### src/rtl/core/gcd_pkg.sv
// ----------------------------------------------------------------------------
// gcd_pkg
// Shared constants and helpers for the great-circle distance core.
// ----------------------------------------------------------------------------
package gcd_pkg;

	localparam int LAT_W = 24;
	localparam int LON_W = 25;
	localparam int RAD_W = 16;
	localparam int DIST_W = 18;
	// angle inputs in units of 1/2^ANGLE_FRAC_BITS degree
	localparam int ANGLE_FRAC_BITS = 16;
	// angles are radians in Q30; cordic datapath words
	localparam int ANG_W = 34;
	localparam int VEC_W = 36;

	localparam logic [63:0] PI60 = 64'h3243F6A8885A308D;
	localparam logic signed [ANG_W-1:0] PI_Q30 = ANG_W'(signed'((PI60 + (64'd1 << 29)) >> 30));
	localparam logic signed [ANG_W-1:0] HALF_PI_Q30 =
		ANG_W'(signed'((PI60 + (64'd1 << 30)) >> 31));
	localparam logic [63:0] K36 = (PI60 + 64'd180 * (64'd1 << 23)) / (64'd180 * (64'd1 << 24));
	localparam logic signed [VEC_W-1:0] GAIN_Q30 = VEC_W'(36'sh026DD3B6A);
	localparam logic signed [VEC_W-1:0] ONE_Q30 = VEC_W'(36'sd1 << 30);
	localparam logic [DIST_W-1:0] DIST_MAX = '1;

	// atan(2^-i) in Q30 by power series in Q62
	function automatic logic signed [ANG_W-1:0] atan_q30(input int i);
		logic [63:0] term;
		logic [63:0] sum;
		logic [63:0] part;
		int k;
		term = 64'd0;
		sum = 64'd0;
		part = 64'd0;
		k = 0;
		if (i == 0) begin
			return ANG_W'(PI60 >> 32);
		end
		if (i > 62) begin
			return '0;
		end
		term = 64'd1 << (62 - i);
		while (term != 64'd0) begin
			part = term / 64'(2 * k + 1);
			if (k % 2 == 1) begin
				sum = sum - part;
			end else begin
				sum = sum + part;
			end
			k = k + 1;
			term = (2 * i >= 63) ? 64'd0 : (term >> (2 * i));
		end
		return ANG_W'((sum + (64'd1 << 31)) >> 32);
	endfunction

	typedef struct packed {
		logic signed [VEC_W-1:0] s1;
		logic signed [VEC_W-1:0] c1;
		logic signed [VEC_W-1:0] s2;
		logic signed [VEC_W-1:0] c2;
		logic signed [VEC_W-1:0] cd;
	} trig_t;

endpackage

### src/rtl/core/gcd_vec_cell.sv
// ----------------------------------------------------------------------------
// gcd_vec_cell
// One registered cordic vectoring step (arc cosine).
// ----------------------------------------------------------------------------
module gcd_vec_cell #(
	parameter int STEP = 0
) (
	input  logic clk,
	input  logic en,
	input  logic signed [gcd_pkg::VEC_W-1:0] x_in,
	input  logic signed [gcd_pkg::VEC_W-1:0] y_in,
	input  logic signed [gcd_pkg::ANG_W-1:0] z_in,
	output logic signed [gcd_pkg::VEC_W-1:0] x_q,
	output logic signed [gcd_pkg::VEC_W-1:0] y_q,
	output logic signed [gcd_pkg::ANG_W-1:0] z_q
);
	import gcd_pkg::*;

	localparam logic signed [ANG_W-1:0] ATAN = atan_q30(STEP);

	always_ff @(posedge clk) begin
		if (en) begin
			if (y_in >= 0) begin
				x_q <= x_in + (y_in >>> STEP);
				y_q <= y_in - (x_in >>> STEP);
				z_q <= z_in + ATAN;
			end else begin
				x_q <= x_in - (y_in >>> STEP);
				y_q <= y_in + (x_in >>> STEP);
				z_q <= z_in - ATAN;
			end
		end
	end
endmodule

### config.mk
export PLATFORM = sky130hd
export DESIGN_NAME = gcd_vec_cell
export DESIGN_NICKNAME = d
export VERILOG_FILES = /design/src/rtl/core/gcd_pkg.sv /design/src/rtl/core/gcd_vec_cell.sv
export SDC_FILE = /design/constraint.sdc
export NUM_CORES = 1
export LEC_CHECK = 0
export ABC_CLOCK_PERIOD_IN_PS = 6450
export BUFFER_PORTS_ARGS = -buffer_cell sky130_fd_sc_hd__buf_2
export CORE_ASPECT_RATIO = 0.9
export CORE_MARGIN = 3
export CORE_UTILIZATION = 63
export CTS_BUF_LIST = sky130_fd_sc_hd__clkbuf_8
export CTS_CLUSTER_SIZE = 14
export DETAILED_ROUTE_END_ITERATION = 8
export PLACE_DENSITY_LB_ADDON = 0.05
export SYNTH_ARGS = -nofsm -noshare
export SYNTH_HDL_FRONTEND = slang
export SYNTH_SLANG_ARGS = --single-unit
export TNS_END_PERCENT = 20
### constraint.sdc
create_clock -name clk -period 6.45 [get_ports clk]
set_clock_uncertainty 0.05 [all_clocks]
set_input_delay 0.645 -clock clk [delete_from_list [all_inputs] [get_ports clk]]
set_output_delay 0.645 -clock clk [all_outputs]
set_load 0.01 [all_outputs]
### Word-level counts from Yosys, hierarchy flattened

Index checks and enable logic that the tools add are counted.

| operators by class | value |
|---|---|
| shifts and indexed selects | 0 |
| $lt $le $gt $ge | 1 |
| add/sub/neg operators | 5 |
| multiply operators | 0 |
| mux-type cells | 3 |
| reductions and logical operators | 0 |
| equality and inequality tests | 0 |
| divide/modulo/power cells | 0 |
| bitwise operators | 0 |

Operators by type and width:

| cell | count |
|---|---|
| $mux 36 | 2 |
| $sub 36x36->36 | 2 |
| $add 36x36->36 | 1 |
| $ge 36x1->1 const B | 1 |
| $add 34x31->34 const B | 1 |
| $mux 34 | 1 |
| $sub 34x31->34 const B | 1 |

| storage, ports and cells | value |
|---|---|
| bits in latches | 0 |
| output and inout bits | 106 |
| memories kept | 0 |
| RAM bits | 0 |
| logic and storage cells | 12 |
| input port bits | 108 |
| memory bits (read-only) | 0 |
| flip-flop bits (word level) | 106 |

### Longest topological paths before layout

Gate-level depths: netlist (run 1).

| logic depth | value |
|---|---|
| depth in word-level cells | 2 |
| mapped depth | 17 |
| gate-level depth less buffers | 12 |

### Worst setup path after synthesis (run 1)

No wires, ideal clock.

| timing | value |
|---|---|
| path kind | in2reg |
| from | in y_in[35] (netlist name) |
| to | reg z_q[28] (netlist name) (data pin) |
| arrival time | 3792 ps |
| library setup time | 268 ps |
| path slack | 2339 ps |
| cell stages on the path | 13 |
| required time | 6132 ps |
| path buffers | 4 |
| cells stage by stage | inv_1 clkbuf_1 clkbuf_1 buf_1 ha_1 clkbuf_1 a2111oi_0 a21oi_1 o31a_1 a211o_1 a21oi_2 o22ai_1 xor2_1 |

| on the way | value |
|---|---|
| longest elaborated chain between the ends | 2 |

RTL lines:

| element | RTL line | RTL |
|---|---|---|
| start, declared | gcd_vec_cell.sv:11 | `input logic signed [gcd_pkg::VEC_W-1:0] y_in,` |
| $ge 36x1->1 | gcd_vec_cell.sv:23 | `if (y_in >= 0) begin` |
| $mux 34 | gcd_vec_cell.sv:23 |  |
| end signal, assigned | gcd_vec_cell.sv:26 | `z_q <= z_in + ATAN;` |
| end signal, assigned | gcd_vec_cell.sv:30 | `z_q <= z_in - ATAN;` |
| end, declared | gcd_vec_cell.sv:15 | `output logic signed [gcd_pkg::ANG_W-1:0] z_q` |

No other way between the ends.
A chain may end at the register's enable or synchronous reset.

### Worst setup path in the final report (run 1)

Ends and elaborated chain as after synthesis.

==> impl_metrics.toml, run 1 <==
[worst_setup_path]
crit_family = "compound AO/OA/AOI/OAI gates"
critPathRequiredTime_ns = 6.56
cp-start-kind = "input pin"
path_cells = "buf_4 > inv_2 > ha_1 > a2111oi_0 > a21oi_1 > o31a_1 > a211o_1 > a21oi_2 > o22ai_1 > xor2_1"
max_stage_delay_ns = 0.59
critical_path_class = "input pin to flip-flop"
cp-end-kind = "flip-flop"
worstPathArrival_ns = 3.97
crit_fanout = 73
path_buf_inv = 2
slowest_stage = "buf_4"

[pwr]
power.density_nw_per_um2 = 193.2
p_leak_nw = 5.539
pwr-share-comb_pct = 42.7
p_int_w = 0.001472
p_switching_w = 0.0009470
ir_drop_uv = 157.2
power.share.clock_pct = 18.7
p_seq_share_pct = 38.6
p_sw_share_pct = 39.14

[route]
drt-pass1-iter-count = 8
viasPerCell = 6.399
drt-initial-drc-count = 1323
ant_nets = 0
wl_mm = 34.10
wl_per_cell_um = 19.37
drc = 0
num_vias = 11260

[timing]
final-setup-viol-count = 0
slew_headroom_pct = 37.99
hold_violations = 0
hold_ws_ns = 0.3656
layout_setup_ws_ns = 2.585
worst_pin_slew_ns = 0.9246
maxSlewViolCount = 0
fin_tns_setup_ns = 0
fmax_mhz = 258.7
finalCriticalPeriod_ns = 3.865
rsz0062_at_grt = "no"
finalCritPeriodShare_pct = 59.92

[cells_and_area]
finalInstanceArea_um2 = 12520
layout-drive-gt1-share_pct = 17.11
nNetsFinal = 1749
fill_cells = 1365
synthToLayoutAreaGrowth_pct = 11.31
final_cell_mix = "buf_2 (211), a21oi_1 (160), ha_1 (118), inv_1 (114), nor2_1 (112)"
num_antenna_cells = 0
multiInputGateArea_um2 = 7316
final_common_cell = "buf_2"
seq_area_um2 = 3153

[clock_tree]
hold_buffers = 0
numClockSinks = 105
clk_pin_slew_ns = 0.11
numCtsBuffers = 9
cts_root_buf = "clkbuf_8"
clk_path_buf_depth = 2
cts_max_level = 3
cts_tree = "built"
post_cts_resized = 0
cts_setup_buffers = 0

[placed_design]
place_area_um2 = 12320
dpl.hpwl_mm = 26.31
pre_cts_slack_ns = 2.223
place.gp.congestion = 1.012
port_buffers = 213

[yosys]
yosys.area.top_type_share_pct = 28.02
yosys_register_bits = 105
synth_area_um2 = 11250
synth_cells = 1363
synth_edf_count = 105
synth_cell_types = 79
avgSynthCellArea_um2 = 8.255
synth_area_leaders = "edfxtp_1 (28%), ha_1 (13%), a21oi_1 (7.1%)"
synthArstFlopShare_pct = 0
yosysTopAreaCell = "edfxtp_1"
ys_seq_area_share_pct = 28.02
ys_warn_count = 0
synthFlopType = "edfxtp_1"
synth_fp_nets = 1592

[grt]
grt_pass1_wl_mm = 53.16
first_global_vias = 10270
grt_overflow = 0
grt_usage_pct = 33.46
antenna_found_initial = 0
grt_max_degree = 74

[job]
max_cap_violations = 0

[floorplan]
dieArea_um2 = 19500
die_x_um = 146.9
std_cell_rows = 45
io_pins = 214
initial_utilization_pct = 65.52
fp.dieH_um = 132.8
core_um2 = 17170

[status]
status = "completed"

[worst_hold_path]
hold_class = "input pin to flip-flop"
power by group through the flow:
| stage | Sequential, W | Combinational, W | Clock [W] |
|---|---|---|---|
| after floorplan | 0.00100 | 0.000608 | 0 |
| after global placement | 0.000944 | 0.000990 | 0 |
| after detailed placement | 0.000949 | 0.00101 | 0 |
| after CTS | 0.000934 | 0.00101 | 0.000457 |
| after global routing | 0.000944 | 0.00112 | 0.000472 |
| final | 0.000933 | 0.00103 | 0.000453 |
cells by family (layout without fill, tap and decap cells):
logic type               Yosys count  after routing  synth area share (%)
buffers and inverters            194            356                 6.961
multiplexers                      20             20                 1.790
XOR/XNOR                         104            104                 8.095
AO/OA/AOI/OAI                    473            473                 26.54
flip-flops                       105            105                 28.02
AND/OR/NAND/NOR                  346            346                 14.93
adder cells (fa/ha/maj)          121            121                 13.66
synth_stat cells, types with 14 or more instances:
library cell and n:
nor2_1 112, ha_1 118, o21ai_1 35, a21o_1 31
mux2i_1 19, nand2_1 80, nand2b_1 14, nand4_1 24
xor2_1 25, a31oi_1 16, o21ai_0 74, o21bai_1 29
buf_2 23, a211oi_1 16, clkbuf_1 30, inv_1 115
xnor2_1 79, a21oi_1 160, nor3_1 24, edfxtp_1 105
nor2b_1 19, nand3_1 17
state kept, by name, summed over array words and instances, names as in the netlist:
register,flops
z_q,34
y_q,35
x_q,36
final timing paths:
path	startpoint	end	slack [ns]	cells past startpoint
setup / recovery	y_in[35]	z_q[28]$_DFFE_PP_	2.58	10
hold / removal	z_in[0]	z_q[0]$_DFFE_PP_	0.37	1
through the flow:
step	util, %	power (W)	std cells
final	72.93	0.002419	1760
after CTS	72.93	0.002403	1760
after global placement	71.75	0.001934	1744
after floorplan	-	0.001612	1363
after global routing	72.93	0.002533	1760
after detailed placement	71.75	0.001954	1744
final cells by class:
type                       count  share of cell area [%]
clock buffer                   9                  0.9890
inverter                     124                   3.716
multi-input combinational   1064                   58.41
timing repair buffer         216                   8.731
clock inverter                 7                  0.6294
sequential                   105                   25.17
tap                          235                   2.348
layer usage:
metal	GRT usage (%)	vias up	part of all wire [%]
li1	-	5227	-
met1	46.35	5242	41
met2	52.14	704	45
met3	7.363	89	11
met4	11.23	0	2.9
met5	0	-	0
Note: power is estimated with default switching activity, not from simulation.
==> inputs of run 2 (changes only) <==
ABC_CLOCK_PERIOD_IN_PS = 3800   (was 6450)
CORE_UTILIZATION = 59   (was 63)
clock period = 3.8 ns   (was 6.45 ns; I/O delays follow)
==> run 2 against run 1 <==
Flip-flop and latch count did not move. Count of clock-buffer cells in the layout did not move. Cell area rose by 1.8%. Critical path type unchanged. Highest routed layer unchanged. Critical path depth rose by 1. Clock power rose by 62%. Via count fell by 0.78%.
==> impl_metrics.toml, run 2 (synthesis results as in run 1) <==
[status]
status = "completed"

[placed_design]
dpl.hpwl_mm = 26.92
port_buffers = 213
place.gp.congestion = 1.043

[worst_hold_path]
hold_class = "input pin to flip-flop"
min_path_cells = 1
whs_endpoint = "z_q[0]$_DFFE_PP_"
hp-start = "z_in[0]"

[cells_and_area]
top_regs = "x_q x36, y_q x35, z_q x34"
final_util_pct = 68.80
layout-drive-gt1-share_pct = 18.67
final_common_cell = "buf_2"
nNetsFinal = 1777
fill_cells = 1603
multiInputGateArea_um2 = 7316
num_antenna_cells = 0
seq_area_um2 = 3153
synthToLayoutAreaGrowth_pct = 13.27
top_register = "x_q"
final_cell_mix = "buf_2 (211), a21oi_1 (160), ha_1 (118), inv_1 (114), nor2_1 (112)"
largest_register_ffs = 36

[grt]
grt_overflow = 0
grt_pass1_wl_mm = 52.89
grt_max_degree = 92
antenna_found_initial = 0
first_global_vias = 10060
grt_usage_pct = 32.13

[job]
max_cap_violations = 0

[clock_tree]
post_cts_resized = 0
cts_tree = "built"
numClockSinks = 105
cts_setup_buffers = 0
cts_root_buf = "clkbuf_8"
clk_path_buf_depth = 2
cts_max_level = 3
hold_buffers = 0
clk_pin_slew_ns = 0.13
numCtsBuffers = 9

[worst_setup_path]
cp-end-kind = "flip-flop"
critPathRequiredTime_ns = 3.93
worstPathArrival_ns = 3.51
critical_path_class = "input pin to flip-flop"
cp-start-kind = "input pin"
crit_fanout = 14

[route]
ant_nets = 0
wl_mm = 34.01
drc = 0
drt-pass1-iter-count = 6
num_vias = 11170
wl_per_cell_um = 18.91
viasPerCell = 6.215
drt-initial-drc-count = 1176

[timing]
finalCriticalPeriod_ns = 3.384
hold_violations = 0
fin_tns_setup_ns = 0
rsz0062_at_grt = "no"
final-setup-viol-count = 0
worst_pin_slew_ns = 0.9947
fmax_mhz = 295.5
finalCritPeriodShare_pct = 89.05
maxSlewViolCount = 0
slew_headroom_pct = 33.69

[pwr]
power.density_nw_per_um2 = 322.2
p_leak_nw = 5.678
ir_drop_uv = 233.7

[floorplan]
std_cell_rows = 47
initial_utilization_pct = 60.74
core_um2 = 18520
io_pins = 214
die_x_um = 151.6
fp.dieH_um = 137.0
dieArea_um2 = 20770
[run 2: cell count changes in the layout (fill, tap and decap cells not counted), sizes merged]
cell      previous run  this run
clkinv               4         3
bufinv               1         0
clkinvlp             1         0
inv                125       128
buf                216       244
[run 2: stage by stage]
step	setup WS [ns]	hold WS, ns	power [W]	instances	instance area [um2]
floorplan	0.05180	0.4289	0.002736	1363	11250
global placement	-0.08443	0.5094	0.003349	1782	12540
detailed placement	-0.07187	0.5087	0.003362	1782	12540
CTS	0.3886	0.06561	0.004109	1798	12740
global route	0.2642	0.05821	0.004346	1798	12740
finish	0.4161	0.08777	0.004107	1798	12740
[run 2: area by class of cell]
class                   count  area share [%]
inverters                 124           3.652
well taps                 245           2.405
flip-flops and latches    105           24.74
clock inverters             7          0.5989
clock buffers               9          0.9719
multi-input cells        1064           57.40
repair buffers            244           10.23
[run 2: worst max-delay path, stage by stage]
cell       delay [ns]
buf_2            0.10
inv_1            0.04
ha_1             0.50
a21oi_1          0.44
nor3_1           0.10
a2111oi_0        0.84
o21ai_1          0.22
nor4b_1          0.51
nor2_1           0.08
a21oi_1          0.21
xnor2_1          0.09
[run 2: layer usage]
layer	GRT usage, %	part of all wire (%)
met1	46.05	43
met3	5.861	10
met5	0	0
met4	8.134	2.2
met2	50.26	45
[run 2: worst max-delay path by stage]
| stage | cells after the start | slack (ns) | to | start |
|---|---|---|---|---|
| 5_1_grt | 12 | 0.26 | y_q[34]$_DFFE_PP_ | x_in[26] |
| 4_1_cts | 12 | 0.39 | y_q[34]$_DFFE_PP_ | x_in[26] |
| 3_3_place_gp | 12 | -0.08 | y_q[34]$_DFFE_PP_ | x_in[26] |
| 3_5_place_dp | 12 | -0.07 | y_q[34]$_DFFE_PP_ | x_in[26] |
| 2_1_floorplan | 17 | 0.05 | z_q[31]$_DFFE_PP_ | y_in[35] |
| 6_report | 11 | 0.42 | y_q[34]$_DFFE_PP_ | x_in[25] |
[run 2: power breakdown]
| part | total [W] | internal [W] | switching (W) |
|---|---|---|---|
| sequential | 0.00158 | 0.00153 | 0.0000558 |
| combinational | 0.00179 | 0.000691 | 0.00110 |
| clock | 0.000736 | 0.000264 | 0.000472 |
| total | 0.00411 | 0.00248 | 0.00163 |
