==> src/rtl/core/gcd_pkg.sv <==
// ----------------------------------------------------------------------------
// gcd_pkg
// Shared constants and helpers for the great-circle distance core.
// ----------------------------------------------------------------------------
package gcd_pkg;

	localparam int LAT_W = 24;
	localparam int LON_W = 25;
	localparam int RAD_W = 16;
	localparam int DIST_W = 18;
	// angle inputs in units of 1/2^ANGLE_FRAC_BITS degree
	localparam int ANGLE_FRAC_BITS = 16;
	// angles are radians in Q30; cordic datapath words
	localparam int ANG_W = 34;
	localparam int VEC_W = 36;

	localparam logic [63:0] PI60 = 64'h3243F6A8885A308D;
	localparam logic signed [ANG_W-1:0] PI_Q30 = ANG_W'(signed'((PI60 + (64'd1 << 29)) >> 30));
	localparam logic signed [ANG_W-1:0] HALF_PI_Q30 =
		ANG_W'(signed'((PI60 + (64'd1 << 30)) >> 31));
	localparam logic [63:0] K36 = (PI60 + 64'd180 * (64'd1 << 23)) / (64'd180 * (64'd1 << 24));
	localparam logic signed [VEC_W-1:0] GAIN_Q30 = VEC_W'(36'sh026DD3B6A);
	localparam logic signed [VEC_W-1:0] ONE_Q30 = VEC_W'(36'sd1 << 30);
	localparam logic [DIST_W-1:0] DIST_MAX = '1;

	// atan(2^-i) in Q30 by power series in Q62
	function automatic logic signed [ANG_W-1:0] atan_q30(input int i);
		logic [63:0] term;
		logic [63:0] sum;
		logic [63:0] part;
		int k;
		term = 64'd0;
		sum = 64'd0;
		part = 64'd0;
		k = 0;
		if (i == 0) begin
			return ANG_W'(PI60 >> 32);
		end
		if (i > 62) begin
			return '0;
		end
		term = 64'd1 << (62 - i);
		while (term != 64'd0) begin
			part = term / 64'(2 * k + 1);
			if (k % 2 == 1) begin
				sum = sum - part;
			end else begin
				sum = sum + part;
			end
			k = k + 1;
			term = (2 * i >= 63) ? 64'd0 : (term >> (2 * i));
		end
		return ANG_W'((sum + (64'd1 << 31)) >> 32);
	endfunction

	typedef struct packed {
		logic signed [VEC_W-1:0] s1;
		logic signed [VEC_W-1:0] c1;
		logic signed [VEC_W-1:0] s2;
		logic signed [VEC_W-1:0] c2;
		logic signed [VEC_W-1:0] cd;
	} trig_t;

endpackage

==> src/rtl/core/gcd_sqrt_cell.sv <==
// ----------------------------------------------------------------------------
// gcd_sqrt_cell
// One or two registered bit steps of the integer square root, with pass-along data.
// ----------------------------------------------------------------------------
module gcd_sqrt_cell #(
	parameter int STEP = 0
) (
	input  logic clk,
	input  logic en,
	input  logic [61:0] rem_in,
	input  logic [61:0] root_in,
	input  logic signed [gcd_pkg::VEC_W-1:0] c_in,
	output logic [61:0] rem_q,
	output logic [61:0] root_q,
	output logic signed [gcd_pkg::VEC_W-1:0] c_q
);
	import gcd_pkg::*;

	localparam int B0 = 60 - 4 * STEP;
	localparam int B1 = B0 - 2;

	logic [61:0] r0;
	logic [61:0] n0;
	logic [61:0] r1;
	logic [61:0] n1;

	always_comb begin
		if (rem_in >= root_in + (62'd1 << B0)) begin
			n0 = rem_in - (root_in + (62'd1 << B0));
			r0 = (root_in >> 1) + (62'd1 << B0);
		end else begin
			n0 = rem_in;
			r0 = root_in >> 1;
		end
		if (B1 < 0) begin
			n1 = n0;
			r1 = r0;
		end else if (n0 >= r0 + (62'd1 << B1)) begin
			n1 = n0 - (r0 + (62'd1 << B1));
			r1 = (r0 >> 1) + (62'd1 << B1);
		end else begin
			n1 = n0;
			r1 = r0 >> 1;
		end
	end

	always_ff @(posedge clk) begin
		if (en) begin
			rem_q <= n1;
			root_q <= r1;
			c_q <= c_in;
		end
	end
endmodule

==> config.mk <==
export PLATFORM = sky130hd
export DESIGN_NAME = gcd_sqrt_cell
export DESIGN_NICKNAME = d
export VERILOG_FILES = /design/src/rtl/core/gcd_pkg.sv /design/src/rtl/core/gcd_sqrt_cell.sv
export SDC_FILE = /design/constraint.sdc
export NUM_CORES = 1
export LEC_CHECK = 0
export BUFFER_PORTS_ARGS = -buffer_cell sky130_fd_sc_hd__buf_2
export CORE_MARGIN = 2
export CORE_UTILIZATION = 46
export DETAILED_ROUTE_END_ITERATION = 16
export PLACE_DENSITY = 0.76
export SLEW_MARGIN = 15
export SYNTH_ARGS = -nofsm -noshare
export SYNTH_HDL_FRONTEND = slang
export SYNTH_SLANG_ARGS = --single-unit
==> constraint.sdc <==
create_clock -name clk -period 14.6 [get_ports clk]
set_input_delay 0.73 -clock clk [delete_from_list [all_inputs] [get_ports clk]]
set_output_delay 0.73 -clock clk [all_outputs]
set_load 0.02 [all_outputs]
; ---- After elaboration in Yosys (flattened, before gate mapping)
; Cells that the tools add are included.
[word_totals]
register_bits = 160
in_bits = 162
output_inout_bits = 160
[classes]
addsub = 6
magnitude_cmp = 2
mux = 4
[ops]
columns = operator, count
row1 = 62-bit two-way mux, 3
row2 = 62-bit >= comparator, 2
row3 = 62-bit subtractor, 2
row4 = "61-bit by 59-bit adder with 62-bit output, second input constant", 1
row5 = "61-bit by 61-bit adder with 62-bit output, second input constant", 1
row6 = "62-bit by 59-bit adder with 62-bit output, second input constant", 1
row7 = "62-bit by 61-bit adder with 62-bit output, second input constant", 1
row8 = 61-bit two-way mux, 1

; ---- Depth between registers and ports, before layout
; Gate-level depths: netlist (run 1).
[depth]
depth_word = 6
mapped_depth = 32
mapped_depth_nobuf = 29

; ---- Worst setup path after synthesis (run 1)
; No wires, ideal clock.
[synth_path]
kind = in2reg
from = in rem_in[0]
to = reg rem_q[54] (data pin)
arrival_time_ns = 6.460
required_ns = 14.340
path_slack_ns = 7.880
stages = 29
path_buffers = 4
cell_sequence = inv_1 > ha_1 > inv_1 > fa_1 > a211oi_2 > o311ai_1 > a221oi_2 > o21ai_4 > o2111ai_2 > a211oi_2 > nor3_4 > a211oi_4 > nor2_4 > inv_4 > buf_2 > mux2_2 > ha_1 > clkbuf_1 > and3_1 > nand2_1 > nor3_1 > nand2_1 > a2bb2oi_1 > a211oi_1 > o21ai_0 > nand3_1 > clkbuf_1 > buf_1 > mux2_2
[synth_via]
elab_chain_cells = 5
word_cells_on_any_way = 8
[synth_rtl]
columns = item, line
row1 = from (decl), gcd_sqrt_cell.sv:10  ; input logic [61:0] rem_in,
row2 = 62-bit >= comparator, gcd_sqrt_cell.sv:28  ; if (rem_in >= root_in + (62'd1 << B0)) begin
row3 = 62-bit two-way mux, gcd_sqrt_cell.sv:28
row4 = 62-bit by 59-bit adder with 62-bit output, "gcd_sqrt_cell.sv:38, gcd_sqrt_cell.sv:39"
row5 = 62-bit subtractor / 62-bit >= comparator (equally long branches), "gcd_sqrt_cell.sv:39, gcd_sqrt_cell.sv:38"
row6 = 62-bit two-way mux *, gcd_sqrt_cell.sv:38  ; end else if (n0 >= r0 + (62'd1 << B1)) begin
row7 = named net n1[54], gcd_sqrt_cell.sv:25  ; logic [61:0] n1;
row8 = to (signal assigned), gcd_sqrt_cell.sv:49  ; rem_q <= n1;
row9 = to (decl), gcd_sqrt_cell.sv:13  ; output logic [61:0] rem_q,
; The timed path passes the listed nets; every way through them passes the cells marked *.
; A chain may end at the register's enable or synchronous reset.

; ---- Worst setup path after layout (run 1)
[layout_path]
from = in rem_in[0]
to = reg rem_q[10] (data pin)
; Same word-level chain as after synthesis.

==> qor.txt, run 1 <==
Via count = 13,000
Die W = 180 um
Clock Power Share = 0.203
CTS HTree Levels = 4
Syn_nets = 1,803
Die Y = 180 um
CP max stage cell = nand3_2
Peak Freq = 0.112 GHz
Main synth FF type = edfxtp_1
Cell family with most CP delay = compound AO/OA/AOI/OAI gates
First-pass GRT wire length = 68.0 mm
Post-synth top cells = edfxtp_1, a21oi_1, ha_1
IO Pins = 322
Max-capacitance violation count = 0
Leakage = 7.45 nW
Pin count of the biggest net entering global routing = 92
Register area share after synthesis = 0.338
Sequential Power Share = 0.287
Initial antenna violation count = 2
Pwr Density = 137 nW/um2
Crit share post-route = 0.610
Drt via density = 5.95
Final HPWL DP = 34.8 mm
Final setup viols = 0
Synth top area share = 0.338
Rows = 64
PortBufs = 321
Final Hold Fails = 0
WP buf/inv = 7
Core Util, Final = 0.546
CP Class = input port to flip-flop
Internal power = 0.00136 W
Peak VDD IR = 0.0814 mV
Status = finished clean
Worst path max stage delay = 0.69 ns
Cell count after synthesis = 1,511
CP Max Fanout = 47
Share of layout cells above drive strength 1 = 0.265
Core box area = 30,500 um2
Critical Path End Type = flip-flop
EDFF count, synth = 160
Min-delay src = c_in[11]
Number of global-route vias before repair = 12,700
Share of async-settable or async-resettable flops after synthesis = 0
Remaining DRCs = 0
Unrepaired setup endpoints after global routing = false
Final ANT Viol Nets = 0
Slew Viols, Final = 0
Filler cells = 2,861
Sw frac = 0.401
Yosys top cell by area = edfxtp_1
Grt ovf = 0
Clock root buffer = clkbuf_16
Total Wirelength = 43.7 mm
DR WL/cell = 19.9 um
Synth area leaders = edfxtp_1, ha_1, a21oi_1, mux2_2, xnor2_1
Rel. slew slack = 0.342
CP Data Arrival Time = 9.10 ns
Count leader, synth = edfxtp_1
Hold endpoint = c_q[11]
Area growth, synth to finish = 17.1%
Clk slew on worst S/H paths = 0.07 ns
Drt pass-1 iters = 6
NetSw = 0.000914 W
CTS Buf Count = 17
Logic pwr share = 0.510
Final Critical Period = 8.91 ns
Layout Nets = 2,075
Min-Delay Path Class = input port to flip-flop
Hold buffer count at cts = 0
Die ar. = 32,300 um2
Mapped Area = 14,200 um2
Syn_area_per_cell = 9.41 um2
CP startpoint kind = input port
Least-Margin Pin Slew = 0.985 ns
Initial Utilization = 0.466
Synth cell types = 75
DR iter-0 viols = 1,176
Hold depth = 1
GRT Resource Usage Total = 0.263
Yosys warns = 0
Maximum buffer depth of the clock tree = 2
Fin Setup TNS = 0 ns
Yosys reg bits = 160
TritonCTS clock tree = yes
Post-CTS sizing = 0
Clock sink count = 160
Post-CTS setup buffer count = 0
Gp weighted congestion = 0.972
CP Data Required Time = 14.79 ns
==> worst max-delay path by stage <==
stage / from / to / slack, ns / depth (start not counted)
CTS: rem_in[0] / rem_q[10] / 5.82 / 30
floorplan: rem_in[0] / rem_q[54] / 7.88 / 29
finish: rem_in[0] / rem_q[10] / 5.69 / 30
detailed placement: rem_in[0] / rem_q[37] / 5.37 / 30
global route: rem_in[0] / rem_q[59] / 5.19 / 31
global placement: rem_in[0] / rem_q[59] / 5.62 / 31
==> flip-flops by register name (all words and copies together), names as in the netlist <==
register	cells
c_q	36
root_q	62
rem_q	62
==> per-layer routing <==
layer | up-vias | track usage | part of all wire
met5 | - | 0 | 0.00030
met4 | 2 | 0.0813 | 0.024
met3 | 80 | 0.0561 | 0.077
met2 | 584 | 0.434 | 0.46
met1 | 6182 | 0.346 | 0.44
li1 | 6192 | - | -
==> per-stage QoR <==
stage	setup WS (ns)	cell area (um2)	cells	hold WS (ns)	total power, W
after CTS	5.82	16600	2191	0.425	0.00228
after floorplan	7.88	14200	1511	0.829	0.00148
after detailed placement	5.37	16100	2160	0.908	0.00180
after global routing	5.19	16600	2191	0.434	0.00240
final	5.69	16700	2193	0.448	0.00228
after global placement	5.62	16100	2160	0.907	0.00180
==> cells by family (layout without fill, tap and decap cells) <==
family | count (synthesis) | count (layout) | synth area share
AOI/OAI and AO/OA | 471 | 471 | 0.214
xor gates and xnor gates | 115 | 115 | 0.0708
adders and majority gates | 130 | 130 | 0.116
buffers and inverters | 175 | 459 | 0.0501
DFF | 160 | 160 | 0.338
muxes | 102 | 102 | 0.0902
other | 0 | 2 | 0
and+or+nand+nor | 358 | 358 | 0.121
==> power by group through the flow <==
stage	registers (W)	logic [W]	clock network, W
floorplan	0.000778	0.000706	0
global placement	0.000663	0.00113	0
detailed placement	0.000663	0.00114	0
CTS	0.000655	0.00115	0.000473
global route	0.000663	0.00125	0.000489
finish	0.000654	0.00116	0.000462
==> area by class of cell <==
| cell class | count | area, um2 | share of cell area |
|---|---|---|---|
| Multi-Input combinational cell | 1176 | 8710 | 0.523 |
| Sequential cell | 160 | 4800 | 0.289 |
| Timing Repair Buffer | 328 | 1670 | 0.100 |
| Tap cell | 396 | 495 | 0.0298 |
| Clock buffer | 17 | 425 | 0.0255 |
| Inverter | 100 | 378 | 0.0227 |
| Clock inverter | 14 | 165 | 0.00992 |
| Antenna cell | 2 | 5.00 | 0.000301 |
==> layout by cell type (no fill, tap or decap), drive strengths merged, types with 7 or more instances in the layout <==
cell | netlist | routed
and3 | 12 | 12
nand3 | 40 | 40
o21a | 10 | 10
xnor2 | 73 | 73
nand2b | 8 | 8
ha | 127 | 127
clkbuf | 66 | 17
a31oi | 22 | 22
a21oi | 155 | 155
inv | 100 | 103
a21o | 77 | 77
o21bai | 30 | 30
a211oi | 26 | 26
or3 | 9 | 9
o211ai | 12 | 12
nor4 | 7 | 7
o21ai | 77 | 77
o31ai | 7 | 7
nor2 | 73 | 73
edfxtp | 160 | 160
buf | 9 | 328
nand2 | 116 | 116
nor3 | 29 | 29
nand4 | 36 | 36
xor2 | 42 | 42
mux2 | 98 | 98
Note: power is estimated with default switching activity, not from simulation.
==> run 2, diff against run 1 <==
==> constraint.sdc (replaced) <==
create_clock -name clk -period 8.5 [get_ports clk]
set_input_delay 0.425 -clock clk [delete_from_list [all_inputs] [get_ports clk]]
set_output_delay 0.425 -clock clk [all_outputs]
set_load 0.02 [all_outputs]
==> qor.txt, run 2 (same netlist as run 1, synthesis figures left out) <==
Status = finished clean (unchanged)
Share of layout cells above drive strength 1 = 0.267 (was 0.265)
Commonest non-fill, non-tap cell in the layout = buf_2 (unchanged)
CTS HTree Levels = 4 (unchanged)
PortBufs = 321 (unchanged)
CP Class = input port to flip-flop (unchanged)
Hold Slack = 0.152 ns (was 0.448 ns)
GRT Resource Usage Total = 0.268 (was 0.263)
Post-CTS setup buffer count = 0 (unchanged)
Peak Freq = 0.129 GHz
Area growth, synth to finish = 17.6% (was 17.1%)
Layout Nets = 2,084 (was 2,075)
Drt pass-1 iters = 6 (unchanged)
TritonCTS clock tree = yes (unchanged)
IO Pins = 322 (unchanged)
Gp weighted congestion = 0.927 (was 0.972)
Via count = 13,200 (was 13,000)
Least-Margin Pin Slew = 0.944 ns (was 0.985 ns)
Worst path max stage delay = 0.49 ns (was 0.69 ns)
Hold depth = 1 (unchanged)
CP Data Arrival Time = 7.95 ns (was 9.10 ns)
Maximum buffer depth of the clock tree = 2 (unchanged)
Final ANT Viol Nets = 0 (unchanged)
DR iter-0 viols = 1,157 (was 1,176)
Final setup viols = 0 (unchanged)
Filler cells = 2,840 (was 2,861)
Slew Viols, Final = 0 (unchanged)
Rows = 64 (unchanged)
Overall Power = 0.00397 W (was 0.00228 W)
Peak VDD IR = 0.140 mV (was 0.0814 mV)
Pwr Density = 238 nW/um2 (was 137 nW/um2)
CTS Buf Count = 17 (unchanged)
Rel. slew slack = 0.371 (was 0.342)
Fin Setup TNS = 0 ns (unchanged)
Grt ovf = 0 (unchanged)
Clock sink count = 160 (unchanged)
Placed cells = 2,169 (was 2,160)
Core box area = 30,500 um2 (unchanged)
Die Y = 180 um (unchanged)
Number of global-route vias before repair = 12,800 (was 12,700)
Final Critical Period = 7.74 ns
Drt via density = 6.00 (was 5.95)
Final Hold Fails = 0 (unchanged)
Critical Path End Type = flip-flop (unchanged)
Leakage = 7.50 nW (was 7.45 nW)
Remaining DRCs = 0 (unchanged)
CP Data Required Time = 8.71 ns (was 14.79 ns)
Antenna Cells = 0 (was 2)
Most frequent cells in the layout = buf_2, edfxtp_1, a21oi_1 (unchanged)
Die W = 180 um (unchanged)
Min-delay src = c_in[32] (was c_in[11])
Initial Utilization = 0.466 (unchanged)
CP max stage cell = o21ai_0 (was nand3_2)
Largest regs = rem_q (62), root_q (62), c_q (36) (unchanged)
Layout Cells excl Fill = 2,200 (was 2,193)
CP startpoint kind = input port (unchanged)
Max-capacitance violation count = 0 (unchanged)
DR WL/cell = 20.2 um (was 19.9 um)
Unrepaired setup endpoints after global routing = false (unchanged)
Total Wirelength = 44.5 mm (was 43.7 mm)
First-pass GRT wire length = 69.3 mm (was 68.0 mm)
Hold endpoint = c_q[32] (was c_q[11])
Final HPWL DP = 35.5 mm (was 34.8 mm)
CP Max Fanout = 42 (was 47)
Clock root buffer = clkbuf_16 (unchanged)
Pin count of the biggest net entering global routing = 95 (was 92)
Die ar. = 32,300 um2 (unchanged)
Hold buffer count at cts = 0 (unchanged)
Post-CTS sizing = 0 (unchanged)
Min-Delay Path Class = input port to flip-flop (unchanged)
Initial antenna violation count = 0 (was 2)
Crit share post-route = 0.910
Clk slew on worst S/H paths = 0.07 ns (about the same)
run 2: worst max-delay path: cells and delay by family:
family / cells / cell delay [ns]
adders and majority gates: 4 / 1.24
AOI/OAI and AO/OA: 17 / 4.15
and+or+nand+nor: 4 / 1.44
buffers and inverters: 5 / 0.68
run 2: cell type report:
type | count | area, um2 | share of cell area
Clock buffer | 20 | 437 | 0.0261
Sequential cell | 160 | 4800 | 0.287
Multi-Input combinational cell | 1176 | 8710 | 0.521
Clock inverter | 11 | 164 | 0.00980
Timing Repair Buffer | 337 | 1730 | 0.104
Tap cell | 396 | 495 | 0.0296
Inverter | 100 | 378 | 0.0226
run 2: worst max path at each step:
| stage | start | endpoint | cells after the start |
|---|---|---|---|
| 4_1_cts | rem_in[0] | rem_q[59] | 30 |
| 6_report | rem_in[0] | rem_q[59] | 30 |
| 2_1_floorplan | rem_in[0] | rem_q[54] | 29 |
| 3_5_place_dp | rem_in[0] | rem_q[59] | 30 |
| 3_3_place_gp | rem_in[0] | rem_q[59] | 30 |
| 5_1_grt | rem_in[0] | rem_q[59] | 30 |
run 2: report_power, final:
part	leakage [nW]	total (W)	internal [W]	switching, W
Sequential	1.57	0.00113	0.00108	0.0000473
Combinational	5.65	0.00203	0.000813	0.00121
Clock	0.283	0.000818	0.000488	0.000330
Total	7.50	0.00397	0.00238	0.00159
run 2: stage by stage:
| step | setup slack [ns] | utilization | cell area [um2] |
|---|---|---|---|
| global route | 0.292 | 0.548 | 16700 |
| CTS | 0.884 | 0.548 | 16700 |
| global placement | 0.691 | 0.528 | 16100 |
| floorplan | 2.09 | - | 14200 |
| detailed placement | 0.434 | 0.528 | 16100 |
| finish | 0.764 | 0.548 | 16700 |
run 2: layer usage:
metal	track usage	up-vias	share of wire
met4	0.0924	0	0.035
li1	-	6198	-
met1	0.350	6235	0.43
met2	0.441	660	0.46
met3	0.0588	105	0.080
met5	0	-	0
